## src/rtl/assert_macros.svh

```systemverilog
// concurrent assertion helpers, compiled out when ASSERT_OFF is set
`ifndef ASSERT_MACROS_SVH
`define ASSERT_MACROS_SVH
`ifndef ASSERT_OFF
// checked on every clock edge outside reset
`define ASSERT_CLK(lbl, clk, rst, prop, msg) \
  lbl: assert property (@(posedge clk) disable iff (rst) prop) else $error(msg);
// checked on every clock edge, reset included
`define ASSERT_NR(lbl, clk, prop, msg) \
  lbl: assert property (@(posedge clk) prop) else $error(msg);
`else
`define ASSERT_CLK(lbl, clk, rst, prop, msg)
`define ASSERT_NR(lbl, clk, prop, msg)
`endif
`endif

```

## src/rtl/escp_pkg.sv

```systemverilog
package escp_pkg;

  localparam int SAMPLE_W  = 12;
  localparam int FRAC_W    = 16;
  localparam int FV_W      = SAMPLE_W + FRAC_W;
  localparam int ACC_W     = FV_W + FRAC_W;
  localparam int ALPHA_W   = FRAC_W + 1;
  localparam int CFG_W     = 24;
  localparam int CFG_IDX_W = 3;
  localparam int ADJ_W     = 30;
  localparam int LEVEL_W   = 32;
  localparam int SPAN_W    = CFG_W;
  localparam int MUL_A_W   = FV_W + 1;
  localparam int MUL_B_W   = CFG_W + 1;
  localparam int PROD_W    = MUL_A_W + MUL_B_W;
  localparam int Q_W       = 15;
  localparam int NUM_W     = SPAN_W + Q_W;
  localparam int DIV_STEPS = Q_W;
  localparam int CNT_W     = $clog2(DIV_STEPS);
  localparam int LVL_SHIFT = 24;

  localparam logic [ALPHA_W-1:0] ALPHA_ONE = ALPHA_W'(1) << FRAC_W;
  localparam logic [Q_W-1:0]     PCT_FULL  = Q_W'(25600);

  typedef enum logic [CFG_IDX_W-1:0] {
    CFG_ALPHA,
    CFG_GAIN,
    CFG_BASE_OFS,
    CFG_EXTRA_OFS,
    CFG_RANGE_LOW,
    CFG_RANGE_HIGH
  } cfg_idx_t;

  typedef enum logic [3:0] {
    S_IDLE,
    S_EMA1,
    S_EMA2,
    S_EMA3,
    S_LMUL,
    S_LADD,
    S_PPREP,
    S_PMUL,
    S_DIVINIT,
    S_DIV,
    S_DONE
  } state_t;

  typedef enum logic [1:0] {
    MUL_EMA_OLD,
    MUL_EMA_NEW,
    MUL_GAIN,
    MUL_PCT
  } mul_sel_t;

  typedef struct packed {
    logic     load_in;
    logic     mul_en;
    mul_sel_t mul_sel;
    logic     acc_latch;
    logic     ema_update;
    logic     adj_en;
    logic     prep_en;
    logic     div_init;
    logic     div_step;
    logic     load_out;
  } cmd_t;

  typedef struct packed {
    logic need_div;
  } stat_t;

endpackage

```

## src/rtl/escp_ctrl.sv

```systemverilog
`include "assert_macros.svh"

module escp_ctrl (
  input  logic            clk,
  input  logic            rst,
  input  logic            in_valid,
  output logic            in_stall,
  output logic            out_valid,
  input  logic            out_stall,
  input  escp_pkg::stat_t stat,
  output escp_pkg::cmd_t  cmd
);

  escp_pkg::state_t            state;
  escp_pkg::state_t            state_next;
  logic [escp_pkg::CNT_W-1:0]  div_cnt;

  assign in_stall = (state != escp_pkg::S_IDLE);

  always_ff @(posedge clk) begin
    if (rst) begin
      state <= escp_pkg::S_IDLE;
    end else begin
      state <= state_next;
    end
  end

  always_comb begin
    cmd        = '0;
    state_next = state;
    unique case (state)
      escp_pkg::S_IDLE: begin
        if (in_valid) begin
          cmd.load_in = 1'b1;
          state_next  = escp_pkg::S_EMA1;
        end
      end
      escp_pkg::S_EMA1: begin
        cmd.mul_en  = 1'b1;
        cmd.mul_sel = escp_pkg::MUL_EMA_OLD;
        state_next  = escp_pkg::S_EMA2;
      end
      escp_pkg::S_EMA2: begin
        cmd.mul_en    = 1'b1;
        cmd.mul_sel   = escp_pkg::MUL_EMA_NEW;
        cmd.acc_latch = 1'b1;
        state_next    = escp_pkg::S_EMA3;
      end
      escp_pkg::S_EMA3: begin
        cmd.ema_update = 1'b1;
        state_next     = escp_pkg::S_LMUL;
      end
      escp_pkg::S_LMUL: begin
        cmd.mul_en  = 1'b1;
        cmd.mul_sel = escp_pkg::MUL_GAIN;
        state_next  = escp_pkg::S_LADD;
      end
      escp_pkg::S_LADD: begin
        cmd.adj_en = 1'b1;
        state_next = escp_pkg::S_PPREP;
      end
      escp_pkg::S_PPREP: begin
        cmd.prep_en = 1'b1;
        state_next  = escp_pkg::S_PMUL;
      end
      escp_pkg::S_PMUL: begin
        cmd.mul_en  = 1'b1;
        cmd.mul_sel = escp_pkg::MUL_PCT;
        // raw level and range fault need no division
        state_next  = stat.need_div ? escp_pkg::S_DIVINIT : escp_pkg::S_DONE;
      end
      escp_pkg::S_DIVINIT: begin
        cmd.div_init = 1'b1;
        state_next   = escp_pkg::S_DIV;
      end
      escp_pkg::S_DIV: begin
        cmd.div_step = 1'b1;
        if (div_cnt == escp_pkg::CNT_W'(escp_pkg::DIV_STEPS - 1)) begin
          state_next = escp_pkg::S_DONE;
        end
      end
      escp_pkg::S_DONE: begin
        // wait here while the previous word is still held
        if (!out_valid || !out_stall) begin
          cmd.load_out = 1'b1;
          state_next   = escp_pkg::S_IDLE;
        end
      end
      default: begin
        state_next = escp_pkg::S_IDLE;
      end
    endcase
  end

  always_ff @(posedge clk) begin
    if (cmd.div_init) begin
      div_cnt <= '0;
    end else if (cmd.div_step) begin
      div_cnt <= div_cnt + 1'b1;
    end
  end

  always_ff @(posedge clk) begin
    if (rst) begin
      out_valid <= 1'b0;
    end else if (cmd.load_out) begin
      out_valid <= 1'b1;
    end else if (!out_stall) begin
      out_valid <= 1'b0;
    end
  end

  `ASSERT_CLK(a_accept_start, clk, rst, (in_valid && !in_stall) |=> (state == escp_pkg::S_EMA1), "accept did not start")
  `ASSERT_CLK(a_out_from_done, clk, rst, $rose(out_valid) |-> ($past(state) == escp_pkg::S_DONE), "stray output word")
  `ASSERT_CLK(a_div_bound, clk, rst, (state == escp_pkg::S_DIV) |-> (div_cnt < escp_pkg::DIV_STEPS), "divider overrun")
  `ASSERT_CLK(a_done_hold, clk, rst, (state == escp_pkg::S_DONE && out_valid && out_stall) |=> (state == escp_pkg::S_DONE), "held word overwritten")
  `ASSERT_NR(a_reset_clear, clk, rst |=> (!out_valid && state == escp_pkg::S_IDLE), "reset did not clear")

endmodule

```

## config.mk

```make
export PLATFORM = sky130hd
export DESIGN_NAME = escp_ctrl
export DESIGN_NICKNAME = d
export VERILOG_FILES = /design/src/rtl/escp_pkg.sv /design/src/rtl/escp_ctrl.sv
export VERILOG_INCLUDE_DIRS = /design/src /design/src/rtl
export SDC_FILE = /design/constraint.sdc
export NUM_CORES = 1
export LEC_CHECK = 0
export BUFFER_PORTS_ARGS = -buffer_cell sky130_fd_sc_hd__buf_2
export CAP_MARGIN = 25
export CORE_AREA = 3 3 40 42
export CTS_CLUSTER_SIZE = 30
export DETAILED_ROUTE_END_ITERATION = 10
export DIE_AREA = 0 0 43 45
export HOLD_SLACK_MARGIN = 0.15
export PLACE_DENSITY = 0.77
export SLEW_MARGIN = 20
export SYNTH_ARGS = -nofsm -noshare
export SYNTH_HDL_FRONTEND = slang
export SYNTH_SLANG_ARGS = --single-unit
export TNS_END_PERCENT = 1
```

## constraint.sdc

```tcl
create_clock -name clk -period 2.73 [get_ports clk]
set_input_delay 0.1365 -clock clk [delete_from_list [all_inputs] [get_ports clk]]
set_output_delay 0.1365 -clock clk [all_outputs]
set_load 0.005 [all_outputs]
```

==> impl_metrics.toml <==
[global_route]
grt_antenna_before_repair = 0
use_met2_pct = 22.2
grt_use_met3_pct = 5.98
grt_start_max_net_pins = 14
first_global_vias = 465
track_usage_pct = 13.5
globalRouteOverflowTotal = 0
busiest_layer = "met2"
grt_pass1_wl_mm = 1.96
gr-usage-met1_pct = 15.6

[run]
drv_cap = 0

[clock_tree]
clock_latency_ps = 260
cts_tree = "built"
cts_inserted_buffers = 3
cts_resized = 0
post_cts_buffers = 0
cts_sinks = 9
clkSlewWorstSetupHoldPaths_ps = 60
htree_num_levels = 1
ctsLongestPathBuffers = 2
root_buffer = "clkbuf_4"

[critical_path]
crit_arrival_ps = 1470
endpoint = "cmd[2]"
critical_path.top_delay_family = "flip-flops"
max_stage_delay_ps = 540
crit_fanout = 12
cp.depth = 2
r2r_start = "state[0]$_SDFFE_PP0P_"
worstPathRequired_ps = 2590
critPathSlowestCell = "dfxtp_1"
critPathLaunch = "state[3]$_SDFFE_PP0P_"
critPathKind = "reg2out"
ff2ff_setup_slack_ps = 1260
r2r_end = "div_cnt[3]$_SDFFE_PP0P_"
endpoint_kind = "output pin"
critPathLaunchType = "register"
worstRegToRegCells = 4
crit_buf_inv = 1
worstPathCellList = "nor4b_2 -> buf_2"

[routing]
drt_iter0_markers = 3
finalWirelength_mm = 1.14
vias = 525
first_pass_iters = 2
avgRoutedWirePerCell_um = 11.2
postRouteAntennaNets = 0
drcViolationCount = 0
routed_via_density = 5.15

[logic_synthesis]
yosys_warnings = 0
synth_edf_count = 0
synth_ff_type = "dfxtp_1"
synth_cell_types = 25
netlist_instances = 70
ys_async_sr_fraction_pct = 0
yosysSeqAreaShare_pct = 33.0
synth_area_um2 = 547
syn-num-nets = 77
synth_area_per_cell_um2 = 7.81
ys_ff_latch = 9

[placed_design]
gp_congestion = 0.758
io_buffers = 17
pre_cts_ws_ps = 1270
hpwl_um = 834

[timing]
fin_setup_tns_ps = 0
layout_setup_ws_ps = 1120
tightestPinTransition_ps = 467
slew_viol_final = 0
final_hold_viol_count = 0
fin_skew_ps = 0.475
period_share_pct = 59.0
maxClockFrequency_ghz = 0.621
rsz0062_at_grt = "false"
maxSlewHeadroom_pct = 68.8
setup_viol = 0
fin_crit_ps = 1610

[finish]
final_nets = 95
nFillCells = 128
antenna_cells = 0
areaGrowthSynthToFinish_pct = 19.7
drive_above_1_share_pct = 25.3
final_common_cell = "buf_2"
layout_common_cells = "buf_2 (17), dfxtp_1 (9), nor2_1 (8), nor3_1 (7)"

[pwr]
ir_drop_mv = 0.211
power.density_mw_per_mm2 = 455
p_leak_nw = 0.306

[die]
io_pins = 18
chipWidth_um = 43
start_util_pct = 42.6
core_area_mm2 = 0.00128
rows = 13
die_area_mm2 = 0.00194
die_y_um = 45

[min_path]
hold_class = "in2reg"
min_from = "out_stall"

[run_status]
status = "completed"
==> report_power, final <==
group | total [W] | leakage [nW] | switching (W) | internal [W]
Sequential | 0.000148 | 0.0730 | 0.0000126 | 0.000136
Clock | 0.000102 | 0.0150 | 0.0000462 | 0.0000563
Combinational | 0.0000470 | 0.218 | 0.0000231 | 0.0000239
Total | 0.000298 | 0.306 | 0.0000818 | 0.000216
==> registers in the layout (all words and copies together), names as in the netlist <==
register   count
out_valid      1
state          4
div_cnt        4
==> layout make-up <==
type	instances	area, µm²	share of cell area (%)
Multi-Input combinational cell	53	323	49.3
Sequential cell	9	180	27.5
Timing Repair Buffer	18	95.1	14.5
Clock buffer	4	26.3	4.02
Tap cell	15	18.8	2.87
Inverter	3	11.3	1.72
==> metrics by stage <==
step	hold slack, ps	area, µm²	util, %	cells	total power (W)
2_1_floorplan	206	547	-	70	0.000181
3_3_place_gp	361	618	48.1	97	0.000196
3_5_place_dp	367	618	48.1	97	0.000197
4_1_cts	175	654	50.9	102	0.000302
5_1_grt	209	654	50.9	102	0.000318
6_report	188	654	50.9	102	0.000298
==> how the worst min path moves through the flow <==
stage / cells after the start / endpoint / slack, ps
after floorplan: 1 / out_valid$_SDFFE_PP0P_ / 210
after global placement: 2 / state[0]$_SDFFE_PP0P_ / 360
after detailed placement: 2 / out_valid$_SDFFE_PP0P_ / 370
after CTS: 3 / out_valid$_SDFFE_PP0P_ / 180
after global routing: 3 / out_valid$_SDFFE_PP0P_ / 210
final: 3 / out_valid$_SDFFE_PP0P_ / 190
==> tightest hold or removal path, cell delays in order <==
cell and delay, ps:
buf_2 100, nand2_1 90, a21oi_1 70
==> kinds of logic after synthesis <==
| family | count (synthesis) | share of synthesized area, % |
|---|---|---|
| buffers and inverters | 8 | 8.01 |
| DFF | 9 | 33.0 |
| and+or+nand+nor | 34 | 33.6 |
| adders and majority gates | 2 | 4.58 |
| xor gates and xnor gates | 6 | 9.61 |
| AOI/OAI and AO/OA | 11 | 11.2 |
==> synth_stat cells, types with 2 or more instances <==
library cell / instances / area (µm²)
a211oi_1: 2 / 15.0
a21oi_1: 5 / 25.0
and3_1: 2 / 12.5
buf_2: 2 / 10.0
buf_4: 3 / 22.5
dfxtp_1: 9 / 180
ha_1: 2 / 25.0
inv_1: 3 / 11.3
nand2_1: 5 / 18.8
nand2b_1: 2 / 12.5
nand3_1: 3 / 15.0
nor2_1: 8 / 30.0
nor3_1: 7 / 35.0
o21ai_0: 2 / 10.0
xnor2_1: 2 / 17.5
xor2_1: 4 / 35.0
==> routing by layer <==
metal / vias up / wire length [µm]
li1: 272 / -
met1: 234 / 550
met2: 14 / 507
met3: 5 / 69
met4: 0 / 16
met5: - / 0
==> what timing repair did <==
item,in CTS,in global routing
endpoints found under the hold margin,5,0
setup endpoints to repair,0,0
hold buffers,1,0
Power figures use the tool's default switching activity.
